**src/hdl/tick_bar_rsi_atr_tracker_macros.svh**
```systemverilog
// Assertion helpers shared by the RTL; both sample on clk and are off during rst.
`ifndef TICK_BAR_RSI_ATR_TRACKER_MACROS_SVH
`define TICK_BAR_RSI_ATR_TRACKER_MACROS_SVH

// Same-cycle implication.
`define TBRAT_ASSERT_IMPL(label, ante, cons, msg) \
  label: assert property (@(posedge clk) disable iff (rst) (ante) |-> (cons)) \
    else $error(msg);

// Next-cycle implication.
`define TBRAT_ASSERT_NEXT(label, ante, cons, msg) \
  label: assert property (@(posedge clk) disable iff (rst) (ante) |=> (cons)) \
    else $error(msg);

`endif

```
**src/hdl/tbrat_pkg.sv**
```systemverilog
package tbrat_pkg;

  // Field widths
  localparam int PRICE_W    = 24;
  localparam int MID_W      = 25;
  localparam int TIME_W     = 47;
  localparam int LEN_W      = 22;
  localparam int RSI_W      = 14;
  localparam int ATR_OUT_W  = 33;
  localparam int ATR_FRAC   = 8;

  // Default window lengths
  localparam int RSI_WINDOW_DEF = 14;
  localparam int ATR_WINDOW_DEF = 14;

  // Register and RSI constants
  localparam logic [LEN_W-1:0] LEN_RESET = 22'd60000;
  localparam logic [RSI_W-1:0] RSI_FULL  = 14'd10000;
  localparam logic [RSI_W-1:0] RSI_MID   = 14'd5000;

  typedef struct packed {
    logic [PRICE_W-1:0] bid_price;
    logic [PRICE_W-1:0] ask_price;
    logic [TIME_W-1:0]  time_ms;
  } tick_t;

  typedef struct packed {
    logic                 new_bar;
    logic [MID_W-1:0]     bar_open;
    logic [MID_W-1:0]     bar_high;
    logic [MID_W-1:0]     bar_low;
    logic [MID_W-1:0]     bar_last;
    logic [RSI_W-1:0]     rsi_centi;
    logic                 rsi_ready;
    logic [ATR_OUT_W-1:0] atr_q8;
    logic                 atr_ready;
  } result_t;

  // Divider operand select
  typedef enum logic [1:0] {
    DIV_BUCKET = 2'd0,
    DIV_RSI    = 2'd1,
    DIV_ATR    = 2'd2
  } div_sel_t;

  // Controller to datapath
  typedef struct packed {
    logic     load;
    logic     div_start;
    div_sel_t div_sel;
    logic     bucket_take;
    logic     push;
    logic     rsi_mul;
    logic     rsi_max;
    logic     rsi_take;
    logic     bar_step;
    logic     atr_upd;
    logic     atr_take;
    logic     emit;
  } dp_cmd_t;

  // Datapath to controller
  typedef struct packed {
    logic div_done;
    logic rsi_full;
    logic loss_zero;
    logic atr_close;
    logic out_free;
  } dp_status_t;

endpackage

```
**src/hdl/tbrat_div.sv**
```systemverilog
// Restoring divider, one quotient bit per cycle.
module tbrat_div #(
  parameter int DVD_W = 47,
  parameter int DVS_W = 31
) (
  input  logic             clk,
  input  logic             rst,
  input  logic             start,
  input  logic [DVD_W-1:0] dividend,
  input  logic [DVS_W-1:0] divisor,
  output logic [DVD_W-1:0] quotient,
  output logic             done
);

  localparam int CNT_W = $clog2(DVD_W);

  logic [DVS_W-1:0] rem;
  logic [DVD_W-1:0] quo;
  logic [DVS_W-1:0] dvs;
  logic [CNT_W-1:0] cnt;
  logic             busy;

  logic [DVS_W:0]   rem_sh;
  logic [DVS_W:0]   diff;
  logic             ge;

  // One trial subtraction
  always_comb begin
    rem_sh = {rem, quo[DVD_W-1]};
    diff   = rem_sh - {1'b0, dvs};
    ge     = (rem_sh >= {1'b0, dvs});
  end

  always_ff @(posedge clk) begin
    if (rst) begin
      busy <= 1'b0;
      done <= 1'b0;
      cnt  <= '0;
    end else if (start) begin
      busy <= 1'b1;
      done <= 1'b0;
      cnt  <= '0;
      quo  <= dividend;
      rem  <= '0;
      dvs  <= divisor;
    end else if (busy) begin
      quo <= {quo[DVD_W-2:0], ge};
      rem <= ge ? diff[DVS_W-1:0] : rem_sh[DVS_W-1:0];
      if (cnt == CNT_W'(DVD_W - 1)) begin
        busy <= 1'b0;
        done <= 1'b1;
      end else begin
        cnt <= cnt + 1'b1;
      end
    end
  end

  assign quotient = quo;

endmodule

```
**src/hdl/tbrat_ctrl.sv**
```systemverilog
// Sequencer: one item at a time through bucket, RSI, bar and ATR steps.
module tbrat_ctrl import tbrat_pkg::*; (
  input  logic       clk,
  input  logic       rst,
  input  logic       tick_valid,
  output logic       tick_stall,
  input  dp_status_t st,
  output dp_cmd_t    cmd
);

  typedef enum logic [11:0] {
    ST_IDLE     = 12'b0000_0000_0001,
    ST_BKT_GO   = 12'b0000_0000_0010,
    ST_BKT_WAIT = 12'b0000_0000_0100,
    ST_CHG      = 12'b0000_0000_1000,
    ST_RSI_CHK  = 12'b0000_0001_0000,
    ST_RSI_GO   = 12'b0000_0010_0000,
    ST_RSI_WAIT = 12'b0000_0100_0000,
    ST_BAR      = 12'b0000_1000_0000,
    ST_ATR_UPD  = 12'b0001_0000_0000,
    ST_ATR_GO   = 12'b0010_0000_0000,
    ST_ATR_WAIT = 12'b0100_0000_0000,
    ST_EMIT     = 12'b1000_0000_0000
  } state_t;

  state_t state, state_next;

  always_ff @(posedge clk) begin
    if (rst) begin
      state <= ST_IDLE;
    end else begin
      state <= state_next;
    end
  end

  // Next state and commands
  always_comb begin
    cmd        = '0;
    cmd.div_sel = DIV_BUCKET;
    state_next = state;
    tick_stall = rst || (state != ST_IDLE);
    case (state)
      ST_IDLE: begin
        if (tick_valid && !tick_stall) begin
          cmd.load   = 1'b1;
          state_next = ST_BKT_GO;
        end
      end
      ST_BKT_GO: begin
        cmd.div_start = 1'b1;
        cmd.div_sel   = DIV_BUCKET;
        state_next    = ST_BKT_WAIT;
      end
      ST_BKT_WAIT: begin
        if (st.div_done) begin
          cmd.bucket_take = 1'b1;
          state_next      = ST_CHG;
        end
      end
      ST_CHG: begin
        cmd.push   = 1'b1;
        state_next = ST_RSI_CHK;
      end
      ST_RSI_CHK: begin
        cmd.rsi_mul = 1'b1;
        if (!st.rsi_full) begin
          state_next = ST_BAR;
        end else if (st.loss_zero) begin
          cmd.rsi_max = 1'b1;
          state_next  = ST_BAR;
        end else begin
          state_next = ST_RSI_GO;
        end
      end
      ST_RSI_GO: begin
        cmd.div_start = 1'b1;
        cmd.div_sel   = DIV_RSI;
        state_next    = ST_RSI_WAIT;
      end
      ST_RSI_WAIT: begin
        if (st.div_done) begin
          cmd.rsi_take = 1'b1;
          state_next   = ST_BAR;
        end
      end
      ST_BAR: begin
        cmd.bar_step = 1'b1;
        state_next   = st.atr_close ? ST_ATR_UPD : ST_EMIT;
      end
      ST_ATR_UPD: begin
        cmd.atr_upd = 1'b1;
        state_next  = ST_ATR_GO;
      end
      ST_ATR_GO: begin
        cmd.div_start = 1'b1;
        cmd.div_sel   = DIV_ATR;
        state_next    = ST_ATR_WAIT;
      end
      ST_ATR_WAIT: begin
        if (st.div_done) begin
          cmd.atr_take = 1'b1;
          state_next   = ST_EMIT;
        end
      end
      ST_EMIT: begin
        if (st.out_free) begin
          cmd.emit   = 1'b1;
          state_next = ST_IDLE;
        end
      end
      default: begin
        state_next = ST_IDLE;
      end
    endcase
  end

endmodule

```
**src/hdl/tbrat_dp.sv**
```systemverilog
// Datapath: tracker state, window rings, shared divider, result register.
module tbrat_dp import tbrat_pkg::*; #(
  parameter int RSI_WINDOW = RSI_WINDOW_DEF,
  parameter int ATR_WINDOW = ATR_WINDOW_DEF
) (
  input  logic             clk,
  input  logic             rst,
  input  logic             cfg_we,
  input  logic [LEN_W-1:0] cfg_wdata,
  input  tick_t            tick,
  input  dp_cmd_t          cmd,
  output dp_status_t       st,
  output logic             result_valid,
  input  logic             result_stall,
  output result_t          result
);

  localparam int RSI_SUM_W  = MID_W + $clog2(RSI_WINDOW + 1);
  localparam int ATR_SUM_W  = MID_W + $clog2(ATR_WINDOW + 1);
  localparam int RSI_PROD_W = RSI_SUM_W + RSI_W;
  localparam int ATR_DVD_W  = ATR_SUM_W + ATR_FRAC;
  localparam int DVD_A      = (TIME_W > RSI_PROD_W) ? TIME_W : RSI_PROD_W;
  localparam int DVD_W      = (DVD_A > ATR_DVD_W) ? DVD_A : ATR_DVD_W;
  localparam int DVS_W      = (LEN_W > RSI_SUM_W) ? LEN_W : RSI_SUM_W;
  localparam int CHG_W      = MID_W + 1;
  localparam int RPTR_W     = $clog2(RSI_WINDOW);
  localparam int RCNT_W     = $clog2(RSI_WINDOW + 1);
  localparam int APTR_W     = $clog2(ATR_WINDOW);
  localparam int ACNT_W     = $clog2(ATR_WINDOW + 2);

  // Config register
  logic [LEN_W-1:0] bar_len;
  logic [LEN_W-1:0] len_eff;

  // Current item
  logic [MID_W-1:0]  mid;
  logic [TIME_W-1:0] time_r;
  logic [TIME_W-1:0] bucket;

  // RSI state
  logic                    prev_valid;
  logic [MID_W-1:0]        prev_mid;
  logic signed [CHG_W-1:0] change_ring [RSI_WINDOW];
  logic [RCNT_W-1:0]       change_count;
  logic [RPTR_W-1:0]       change_ptr;
  logic [RSI_SUM_W-1:0]    gain_sum, loss_sum;
  logic [RSI_PROD_W-1:0]   rsi_prod;
  logic [RSI_W-1:0]        rsi_value;

  // Bar state
  logic              open_flag;
  logic [TIME_W-1:0] bar_index;
  logic [MID_W-1:0]  cur_open, cur_high, cur_low, cur_close;
  logic [MID_W-1:0]  prev_close;
  logic              hold_nb;
  logic [MID_W-1:0]  hold_open, hold_high, hold_low, hold_close;

  // ATR state
  logic [ACNT_W-1:0]    closed_bars;
  logic [MID_W-1:0]     range_ring [ATR_WINDOW];
  logic [APTR_W-1:0]    range_ptr;
  logic [ATR_SUM_W-1:0] range_sum;
  logic [ATR_OUT_W-1:0] atr_value;
  logic [MID_W-1:0]     tr;

  // Divider
  logic [DVD_W-1:0] div_dvd;
  logic [DVS_W-1:0] div_dvs;
  logic [DVD_W-1:0] div_q;
  logic             div_done;

  // Combinational helpers
  logic signed [CHG_W-1:0] chg, old_chg;
  logic                    chg_pos, old_pos;
  logic [CHG_W-1:0]        chg_abs, old_abs;
  logic [RSI_SUM_W-1:0]    gain_next, loss_next, rsi_tot;
  logic                    rsi_full;
  logic                    bar_chg;
  logic [MID_W-1:0]        tr_hl, tr_hc, tr_lc, tr_comb;
  logic                    atr_full;
  logic [ACNT_W-1:0]       atr_n;

  assign len_eff = (bar_len == '0) ? LEN_W'(1) : bar_len;

  always_ff @(posedge clk) begin
    if (rst) begin
      bar_len <= LEN_RESET;
    end else if (cfg_we) begin
      bar_len <= cfg_wdata;
    end
  end

  // Latch item and bucket
  always_ff @(posedge clk) begin
    if (cmd.load) begin
      mid    <= MID_W'({1'b0, tick.bid_price} + {1'b0, tick.ask_price});
      time_r <= tick.time_ms;
    end
    if (cmd.bucket_take) begin
      bucket <= div_q[TIME_W-1:0];
    end
  end

  // Change window arithmetic
  always_comb begin
    chg      = $signed({1'b0, mid}) - $signed({1'b0, prev_mid});
    chg_pos  = !chg[CHG_W-1] && (chg != '0);
    chg_abs  = chg[CHG_W-1] ? CHG_W'(-chg) : CHG_W'(chg);
    old_chg  = change_ring[change_ptr];
    old_pos  = !old_chg[CHG_W-1] && (old_chg != '0);
    old_abs  = old_chg[CHG_W-1] ? CHG_W'(-old_chg) : CHG_W'(old_chg);
    rsi_full = (change_count == RCNT_W'(RSI_WINDOW));
    gain_next = gain_sum;
    loss_next = loss_sum;
    if (rsi_full) begin
      if (old_pos) begin
        gain_next = gain_next - RSI_SUM_W'(old_abs);
      end else begin
        loss_next = loss_next - RSI_SUM_W'(old_abs);
      end
    end
    if (chg_pos) begin
      gain_next = gain_next + RSI_SUM_W'(chg_abs);
    end else begin
      loss_next = loss_next + RSI_SUM_W'(chg_abs);
    end
    rsi_tot = gain_sum + loss_sum;
  end

  always_ff @(posedge clk) begin
    if (cmd.push && prev_valid) begin
      change_ring[change_ptr] <= chg;
    end
  end

  // RSI state
  always_ff @(posedge clk) begin
    if (rst) begin
      prev_valid   <= 1'b0;
      prev_mid     <= '0;
      change_count <= '0;
      change_ptr   <= '0;
      gain_sum     <= '0;
      loss_sum     <= '0;
      rsi_value    <= RSI_MID;
    end else begin
      if (cmd.push) begin
        prev_mid   <= mid;
        prev_valid <= 1'b1;
        if (prev_valid) begin
          gain_sum <= gain_next;
          loss_sum <= loss_next;
          if (!rsi_full) begin
            change_count <= change_count + 1'b1;
          end
          change_ptr <= (change_ptr == RPTR_W'(RSI_WINDOW - 1)) ? '0 : change_ptr + 1'b1;
        end
      end
      if (cmd.rsi_max) begin
        rsi_value <= RSI_FULL;
      end else if (cmd.rsi_take) begin
        rsi_value <= div_q[RSI_W-1:0];
      end
    end
  end

  always_ff @(posedge clk) begin
    if (cmd.rsi_mul) begin
      rsi_prod <= RSI_PROD_W'(gain_sum) * RSI_PROD_W'(RSI_FULL);
    end
  end

  // True range against the previous close
  always_comb begin
    bar_chg = !open_flag || (bucket != bar_index);
    tr_hl   = cur_high - cur_low;
    tr_hc   = (cur_high >= prev_close) ? cur_high - prev_close
                                       : prev_close - cur_high;
    tr_lc   = (cur_low >= prev_close) ? cur_low - prev_close
                                      : prev_close - cur_low;
    tr_comb = tr_hl;
    if (tr_hc > tr_comb) tr_comb = tr_hc;
    if (tr_lc > tr_comb) tr_comb = tr_lc;
    atr_full = (closed_bars == ACNT_W'(ATR_WINDOW + 1));
    atr_n    = closed_bars - ACNT_W'(1);
  end

  // Bar building and ATR window
  always_ff @(posedge clk) begin
    if (rst) begin
      open_flag      <= 1'b0;
      bar_index      <= '0;
      cur_open       <= '0;
      cur_high       <= '0;
      cur_low        <= '0;
      cur_close      <= '0;
      prev_close     <= '0;
      closed_bars    <= '0;
      range_ptr      <= '0;
      range_sum      <= '0;
      atr_value      <= '0;
      hold_nb        <= 1'b0;
    end else begin
      if (cmd.bar_step) begin
        tr <= tr_comb;
        if (bar_chg) begin
          hold_nb    <= open_flag;
          hold_open  <= open_flag ? cur_open : '0;
          hold_high  <= open_flag ? cur_high : '0;
          hold_low   <= open_flag ? cur_low : '0;
          hold_close <= open_flag ? cur_close : '0;
          if (open_flag) begin
            prev_close <= cur_close;
            if (closed_bars == '0) begin
              closed_bars <= ACNT_W'(1);
            end
          end
          cur_open  <= mid;
          cur_high  <= mid;
          cur_low   <= mid;
          cur_close <= mid;
          bar_index <= bucket;
          open_flag <= 1'b1;
        end else begin
          hold_nb    <= 1'b0;
          hold_open  <= '0;
          hold_high  <= '0;
          hold_low   <= '0;
          hold_close <= '0;
          if (mid > cur_high) cur_high <= mid;
          if (mid < cur_low) cur_low <= mid;
          cur_close <= mid;
        end
      end
      if (cmd.atr_upd) begin
        range_sum <= range_sum - (atr_full ? ATR_SUM_W'(range_ring[range_ptr]) : '0)
                     + ATR_SUM_W'(tr);
        range_ptr <= (range_ptr == APTR_W'(ATR_WINDOW - 1)) ? '0 : range_ptr + 1'b1;
        if (!atr_full) begin
          closed_bars <= closed_bars + 1'b1;
        end
      end
      if (cmd.atr_take) begin
        atr_value <= div_q[ATR_OUT_W-1:0];
      end
    end
  end

  always_ff @(posedge clk) begin
    if (cmd.atr_upd) begin
      range_ring[range_ptr] <= tr;
    end
  end

  // Divider operands
  always_comb begin
    case (cmd.div_sel)
      DIV_BUCKET: begin
        div_dvd = DVD_W'(time_r);
        div_dvs = DVS_W'(len_eff);
      end
      DIV_RSI: begin
        div_dvd = DVD_W'(rsi_prod);
        div_dvs = DVS_W'(rsi_tot);
      end
      DIV_ATR: begin
        div_dvd = DVD_W'({range_sum, {ATR_FRAC{1'b0}}});
        div_dvs = DVS_W'(atr_n);
      end
      default: begin
        div_dvd = '0;
        div_dvs = '0;
      end
    endcase
  end

  tbrat_div #(
    .DVD_W(DVD_W),
    .DVS_W(DVS_W)
  ) u_div (
    .clk      (clk),
    .rst      (rst),
    .start    (cmd.div_start),
    .dividend (div_dvd),
    .divisor  (div_dvs),
    .quotient (div_q),
    .done     (div_done)
  );

  // Result register
  always_ff @(posedge clk) begin
    if (rst) begin
      result_valid <= 1'b0;
    end else if (cmd.emit) begin
      result_valid <= 1'b1;
    end else if (!result_stall) begin
      result_valid <= 1'b0;
    end
  end

  always_ff @(posedge clk) begin
    if (cmd.emit) begin
      result.new_bar   <= hold_nb;
      result.bar_open  <= hold_open;
      result.bar_high  <= hold_high;
      result.bar_low   <= hold_low;
      result.bar_last  <= hold_close;
      result.rsi_centi <= rsi_value;
      result.rsi_ready <= rsi_full;
      result.atr_q8    <= atr_value;
      result.atr_ready <= (closed_bars >= ACNT_W'(2));
    end
  end

  // Status
  always_comb begin
    st.div_done  = div_done;
    st.rsi_full  = rsi_full;
    st.loss_zero = (loss_sum == '0);
    st.atr_close = open_flag && (bucket != bar_index) && (closed_bars != '0);
    st.out_free  = !result_valid || !result_stall;
  end

endmodule

```
**src/hdl/tick_bar_rsi_atr_tracker.sv**
```systemverilog
// Every item takes a bar bucket division; an RSI division follows when the change window
// is full and the loss sum is nonzero, an ATR division when a bar other than the first
// closes. All run on the one shared restoring divider. Items are taken one at a time: the
// next is accepted only after the result is emitted, which waits while the result is stalled.
// Reset (rst, synchronous, active high): empty windows, no open bar, RSI 5000,
// ATR 0, bar length 60000 ms; no result pending; input stalled while in reset.
`include "tick_bar_rsi_atr_tracker_macros.svh"

module tick_bar_rsi_atr_tracker import tbrat_pkg::*; #(
  parameter int RSI_WINDOW = RSI_WINDOW_DEF,
  parameter int ATR_WINDOW = ATR_WINDOW_DEF
) (
  input  logic             clk,
  input  logic             rst,
  input  logic             cfg_we,
  input  logic [LEN_W-1:0] cfg_wdata,
  input  logic             tick_valid,
  output logic             tick_stall,
  input  tick_t            tick,
  output logic             result_valid,
  input  logic             result_stall,
  output result_t          result
);

  dp_cmd_t    cmd;
  dp_status_t st;
  logic       res_bar;
  logic       bar_ok;
  logic       bar_clear;

  tbrat_ctrl u_ctrl (
    .clk        (clk),
    .rst        (rst),
    .tick_valid (tick_valid),
    .tick_stall (tick_stall),
    .st         (st),
    .cmd        (cmd)
  );

  tbrat_dp #(
    .RSI_WINDOW(RSI_WINDOW),
    .ATR_WINDOW(ATR_WINDOW)
  ) u_dp (
    .clk          (clk),
    .rst          (rst),
    .cfg_we       (cfg_we),
    .cfg_wdata    (cfg_wdata),
    .tick         (tick),
    .cmd          (cmd),
    .st           (st),
    .result_valid (result_valid),
    .result_stall (result_stall),
    .result       (result)
  );

  // Checks
  assign res_bar   = result_valid && result.new_bar;
  assign bar_ok    = (result.bar_low <= result.bar_high) && (result.bar_low <= result.bar_open);
  assign bar_clear = (result.bar_open == '0) && (result.bar_last == '0);

  `TBRAT_ASSERT_NEXT(a_accept_busy, tick_valid && !tick_stall, tick_stall, "item while busy")
  `TBRAT_ASSERT_NEXT(a_div_clear, cmd.div_start, !st.div_done, "divider done not cleared")
  `TBRAT_ASSERT_IMPL(a_rsi_range, result_valid, result.rsi_centi <= RSI_FULL, "RSI out of range")
  `TBRAT_ASSERT_IMPL(a_bar_order, res_bar, bar_ok, "bar low above high or open")
  `TBRAT_ASSERT_IMPL(a_no_bar_zero, result_valid && !result.new_bar, bar_clear, "bar set, no bar")

endmodule
```
**config.mk**
```make
export PLATFORM = sky130hd
export DESIGN_NAME = tick_bar_rsi_atr_tracker
export DESIGN_NICKNAME = d
export VERILOG_FILES = /design/src/hdl/tbrat_pkg.sv /design/src/hdl/tbrat_div.sv /design/src/hdl/tbrat_ctrl.sv /design/src/hdl/tbrat_dp.sv /design/src/hdl/tick_bar_rsi_atr_tracker.sv
export VERILOG_INCLUDE_DIRS = /design/src /design/src/hdl
export SDC_FILE = /design/constraint.sdc
export NUM_CORES = 2
export LEC_CHECK = 0
export ABC_AREA = 1
export BUFFER_PORTS_ARGS = -buffer_cell sky130_fd_sc_hd__buf_4
export CAP_MARGIN = 25
export CORE_ASPECT_RATIO = 1.2
export CORE_UTILIZATION = 43
export DETAILED_ROUTE_END_ITERATION = 7
export GPL_TIMING_DRIVEN = 0
export PLACE_DENSITY = 0.7
export SYNTH_ARGS = -nofsm -noshare
export SYNTH_HDL_FRONTEND = slang
export SYNTH_HIERARCHICAL = 1
export SYNTH_SLANG_ARGS = --single-unit
```
**constraint.sdc**
```tcl
create_clock -name clk -period 18.6 [get_ports clk]
set_input_delay 1.86 -clock clk [delete_from_list [all_inputs] [get_ports clk]]
set_output_delay 1.86 -clock clk [all_outputs]
set_load 0.005 [all_outputs]
```
# Word level (Yosys, flattened, before mapping)
# Memory sizes are Yosys's and may differ from the RTL's. A register that Yosys moved wholly into a read port is not among the register bits.
# Cells that the tools add are included.
dict set report totals {
  regBits 931
  ramBits 714
  in_bits 122
  out_inout_bits 152
  wordCells 224
  n_memories 2
}
# memory words width read_ports rd_clocked_by_memory_dff write_ports line_no
set memory_table {}
lappend memory_table {u_dp.change_ring 14 26 1 1 1 tbrat_dp.sv:43} ;# logic signed [CHG_W-1:0] change_ring [RSI_WINDOW];
lappend memory_table {u_dp.range_ring 14 25 1 1 1 tbrat_dp.sv:60} ;# logic [MID_W-1:0] range_ring [ATR_WINDOW];
dict set report classes {
  n_addsub 23
  multipliers 1
  magnitude_cmp 8
  n_eq_ne 27
  n_mux 72
  n_bitwise 3
  reduce_logical 41
}
# cell n
set op_table {}
lappend op_table {{$mux 29} 8}
lappend op_table {{$mux 25} 9}
lappend op_table {{$pmux 12 s12} 1}
lappend op_table {{$pmux 47 s3} 1}
lappend op_table {{$sub 25x25->25} 5}
lappend op_table {{$mux 47} 2}
lappend op_table {{$pmux 29 s3} 1}
lappend op_table {{$gt 25x25->1} 3}
lappend op_table {{$mux 12} 6}
lappend op_table {{$add 29x26->29} 2}
lappend op_table {{$sub 29x26->29} 2}
lappend op_table {{$sub 29x29->29} 2}
lappend op_table {{$mux 26} 2}
lappend op_table {{$neg 26->26} 2}
lappend op_table {{$reduce_bool 26->1} 2}
lappend op_table {{$ge 25x25->1} 2}
lappend op_table {{$mux 4} 12}
lappend op_table {{$ne 47x47->1} 1}
lappend op_table {{$mul 29x10->39 const B} 1}
lappend op_table {{$ge 30x29->1} 1}
lappend op_table {{$add 29x25->29} 1}
lappend op_table {{$add 29x29->29} 1}
lappend op_table {{$logic_not 29->1} 1}
lappend op_table {{$mux 14} 2}
lappend op_table {{other kinds (44)} 105}

# Longest topological paths before layout
dict set report logic_depth {
  word_depth 7
  depth_mapped 49
  ltp_nobuf 45
}

# By module
# The synthesis kept the hierarchy.
# module instances cells_each area_per_inst_um2
set modules_own_cells {}
lappend modules_own_cells {tbrat_dp 1 8873 83065.9}
lappend modules_own_cells {tbrat_div 1 938 6990.5}
lappend modules_own_cells {tbrat_ctrl 1 157 920.9}

# Worst setup path before layout
# No wires, ideal clock.
dict set report synth_path {
  path_type {input port to flip-flop}
  start {in result_stall}
  end {reg, netlist name u_dp/result[0]}
  setup_time_ns 0.663
  t_arrival_ns 8.230
  path_slack_ns 9.708
  stages 3
  path_cell_list {nand2_1 > inv_1 > nor2_1}
}
# element line_no
set synth_rtl {}
lappend synth_rtl {{start, declared} tick_bar_rsi_atr_tracker.sv:21} ;# input logic result_stall,

# Final worst setup path
dict set report layout_path {
  start {reg u_dp.cur_high[18]}
  end {reg u_dp.tr[7], data pin}
}
dict set report layout_between {
  elab_chain_cells 6
}
# element line_no
set layout_rtl {}
lappend layout_rtl {{start, declared} tbrat_dp.sv:53} ;# logic [MID_W-1:0] cur_open, cur_high, cur_low, cur_close;
lappend layout_rtl {{start signal, assigned} tbrat_dp.sv:219} ;# cur_high <= mid;
lappend layout_rtl {{start signal, assigned} tbrat_dp.sv:230} ;# if (mid > cur_high) cur_high <= mid;
lappend layout_rtl {{$sub 25x25->25 (tied with other cells)} tbrat_dp.sv:178} ;# : prev_close - cur_high;
lappend layout_rtl {{$mux 25} tbrat_dp.sv:177} ;# tr_hc = (cur_high >= prev_close) ? cur_high - prev_close
lappend layout_rtl {{$gt 25x25->1} tbrat_dp.sv:182} ;# if (tr_hc > tr_comb) tr_comb = tr_hc;
lappend layout_rtl {{$mux 25 (*)} tbrat_dp.sv:182}
lappend layout_rtl {{$gt 25x25->1} tbrat_dp.sv:183} ;# if (tr_lc > tr_comb) tr_comb = tr_lc;
lappend layout_rtl {{$mux 25 (*)} tbrat_dp.sv:183}
lappend layout_rtl {{net u_dp.tr_comb[7]} tbrat_dp.sv:79} ;# logic [MID_W-1:0] tr_hl, tr_hc, tr_lc, tr_comb;
lappend layout_rtl {{end signal, assigned} tbrat_dp.sv:205} ;# tr <= tr_comb;
lappend layout_rtl {{end, declared} tbrat_dp.sv:64} ;# logic [MID_W-1:0] tr;
# The timed path passes the listed nets; every way through them passes the cells marked *.
# A chain may end at the register's enable or synchronous reset.

==> summary.md <==
| Metric | Value |
|---|---|
| Root Driver | `clkbuf_16` |
| Number of H-tree levels | `4` |
| R2r startpoint | `u_dp/cur_high[18]` |
| Number of global-route vias before repair | `72373` |
| Largest cells by area after synthesis | `edfxtp_1 (41%), dfxtp_1 (8.8%), nand2_1 (8.2%)` |
| Peak supply drop | `0.281 mV` |
| Clk Latency, worst-skew pair | `0.87 ns` |
| Hold_ws | `0.408 ns` |
| Die X | `422 um` |
| Overall Global Routing Usage | `28.3%` |
| CTS tree | `yes` |
| Synthesized instance count | `9968` |
| CTS max path bufs | `3` |
| CP max stage cell | `o21ai_0` |
| #FFs+latches synth | `1653` |
| Highest routing layer actually used | `met5` |
| Top FF cell, synth | `edfxtp_1` |
| Crit path from | `u_dp/cur_high[18]` |
| Layout Utilization | `49.4%` |
| Post-synthesis net count | `10783` |
| Die footprint | `213000 um^2` |
| Status | `completed` |
| DRT Pass-1 Iters | `6` |
| First-pass GRT wire length | `452000 um` |
| Mapped cell area | `91000 um^2` |
| Antenna Nets Post-Route | `0` |
| Crit Reg-Reg Endpoint | `u_dp/tr[7]` |
| Hold-fix buffers, CTS | `0` |
| Num CTS Buffers | `167` |
| DR WL met2 | `144000 um` |
| Max Fclk | `115 MHz` |
| Cell variety after synth | `71` |
| Reg2Reg Depth | `36` |
| Port bufs | `273` |
| DRT iter0 DRCs | `7330` |
| Slew HR | `25.0%` |
| Final setup viols | `0` |
| Storage element area | `45600 um^2` |
| Core Rows | `184` |
| Tmin final | `8.67 ns` |
| Antenna violations before repair | `10` |
| Setup TNS Final | `0 ns` |
| Post-synth EDFFs | `1252` |
| Die Ht | `506 um` |
| Met1 WL | `121000 um` |
| Post-cts gate resize count | `0` |
| Reg2reg setup slack | `9.93 ns` |
| Worst Setup EP | `u_dp/tr[7]` |
| Pwr dens | `103 nW/um^2` |
| Post-Route WL | `310000 um` |
| CORE AREA | `210000 um^2` |
| Yosys top cell area share | `41.3%` |
| WL per Instance | `23.1 um` |
| Share of cells above drive strength 1 | `7.89%` |
| CP max stage delay | `0.79 ns` |
| I/O Pins | `274` |
| Crit path capture type | `flip-flop` |
| Residual DRC | `0` |
| Hold Crit Class | `reg2reg` |
| Clk sinks | `1653` |
| Postcts setup bufs | `0` |
| Crit path max fanout | `10` |
| Final Hold Viols | `0` |
| Area Growth Syn to Fin | `14.0%` |
| Via count | `74698` |
| CTS clk-pin slew, worst paths | `0.06 ns` |
| Placer Congestion | `1.01` |
| Worst slew pin tran | `1.13 ns` |
| Static Leak | `43.5 nW` |
| Syn Area/Cell | `9.13 um^2` |
| FILL cells | `19134` |
| FFs w/ async S/R, synth | `0%` |
| Initial Utilization | `43.4%` |
| Post-synthesis sequential area ratio | `50.1%` |
| Setup crit start kind | `flip-flop` |
| DP Wirelength | `239000 um` |
| Multi-input gate area | `39700 um^2` |
| Clock Skew | `0.0697 ns` |
| Final Max Slew Viols | `0` |
| RSZ-0062 raised after global routing | `no` |
| Largest net degree at the start of global routing | `40` |
| Leading area contributor after synthesis | `edfxtp_1` |
| Max Cap Violations | `0` |
| Routed vias/inst | `5.58` |
| Worst endpoint required time | `19.15 ns` |
| Fin nets | `11279` |
| Synthesis Warnings | `6` |
| WL met3 | `25000 um` |
| Final period util | `46.6%` |
| Critical path type | `reg2reg` |
| Grt total ovfl | `0` |
| CP arrival | `9.22 ns` |
critical path: cells and delay by family (launching register included):
family | cells | cell delay (ns)
xor+xnor | 1 | 0.48
compound gates | 11 | 2.73
simple gates | 14 | 1.68
buf+inv | 7 | 1.92
flops | 1 | 0.41
fa+ha+maj | 3 | 1.13
power breakdown:
group	switching (mW)	total (mW)	leakage, nW	internal [mW]
Combinational	2.10	2.93	26.2	0.830
Clock	1.53	3.49	2.77	1.96
Sequential	0.0908	4.28	14.5	4.19
registers in the layout (all words and copies together), names as in the netlist, 33 cells and up, named ones only:
signal               cells
u_dp/rsi_prod           39
u_dp/bucket             47
u_dp/range_ring        350
u_dp/bar_index          47
u_dp/u_div/quotient     47
u_dp/change_ring       364
u_dp/atr_value          33
u_dp/result            150
u_dp/time_r             47
Yosys cell counts (all sizes together) (23+ instances only):
cell type and number:
clkbuf 223, xor2 206, fa 112, a21o 23
a31oi 45, o211ai 85, edfxtp 1252, o21ai 875
o21bai 25, dfxtp 401, nor4 29, nand2 2015
ha 581, nand3 346, o32ai 75, inv 1119
a21oi 853, buf 126, xnor2 164, nor3 60
nor2 1086, nand4 79
how the worst min path moves through the flow:
stage | from | to | slack (ns) | depth (start not counted)
after detailed placement | u_dp/hold_high[2] | u_dp/result[101] | 0.40 | 0
after CTS | u_dp/atr_value[5] | u_dp/result[6] | 0.40 | 0
final | u_dp/hold_close[21] | u_dp/result[70] | 0.41 | 0
after global placement | u_dp/hold_high[24] | u_dp/result[123] | 0.40 | 0
after global routing | u_dp/hold_close[8] | u_dp/result[57] | 0.42 | 0
after floorplan | u_dp/hold_high[1] | u_dp/result[100] | 0.40 | 0
area by class of cell:
| class | count | area share (%) |
|---|---|---|
| inverters | 1128 | 4.09 |
| clock buffers | 212 | 4.40 |
| plain buffers | 349 | 1.62 |
| repair buffers | 327 | 3.07 |
| well taps | 2790 | 3.37 |
| diodes | 2 | 0.00483 |
| clock inverters | 96 | 1.11 |
| flip-flops and latches | 1653 | 44.0 |
| multi-input cells | 6838 | 38.3 |
per-stage QoR:
step | area [um^2] | worst slack [ns] | cells | power, mW
final | 104000 | 9.93 | 13395 | 10.7
after global routing | 104000 | 9.49 | 13394 | 11.2
after CTS | 104000 | 10.04 | 13391 | 10.7
after detailed placement | 97900 | 10.06 | 13083 | 7.22
after global placement | 96500 | 5.45 | 13031 | 7.13
after floorplan | 91000 | 9.71 | 9968 | 6.15
per-layer routing:
metal	up-vias	track usage [%]
li1	34863	-
met5	-	0.333
met1	35502	35.0
met4	10	16.8
met3	768	4.62
met2	3555	46.5
cell families (layout without fill, tap and decap cells):
logic type / Yosys count / after routing / synth area share (%)
and+or+nand+nor: 3655 / 3655 / 16.3
AOI/OAI and AO/OA: 2115 / 2115 / 12.9
DFF: 1653 / 1653 / 50.1
buffers and inverters: 1477 / 2112 / 6.50
adders and majority gates: 693 / 693 / 10.5
xor gates and xnor gates: 370 / 370 / 3.58
muxes: 5 / 5 / 0.0550
other: 0 / 2 / 0
cell usage in the layout (no fill, tap or decap), types with 20 or more instances in the layout:
cell type / Yosys / final
o21ai_0: 795 / 795
o21bai_1: 25 / 25
o21a_1: 20 / 20
buf_16: 0 / 21
buf_1: 24 / 24
inv_1: 1107 / 1106
nor2_1: 1072 / 1039
edfxtp_1: 1252 / 1252
fa_1: 112 / 112
a31oi_1: 45 / 45
nand2_2: 24 / 24
o21ai_1: 61 / 61
xor2_1: 204 / 199
nor2_4: 4 / 36
nor4_1: 28 / 27
o32ai_1: 75 / 75
nand2_1: 1989 / 1989
dfxtp_1: 401 / 401
buf_6: 33 / 33
a21o_1: 23 / 23
xnor2_1: 164 / 164
nand3_1: 339 / 339
buf_4: 11 / 287
ha_1: 581 / 581
nand4_1: 79 / 79
clkinv_2: 0 / 25
o211ai_1: 83 / 83
nor3_1: 53 / 52
a21oi_1: 852 / 851
clkbuf_16: 0 / 172
buf_2: 58 / 59
clkinv_1: 9 / 29
clkbuf_1: 223 / 247
(Power assumes the default switching activity.)
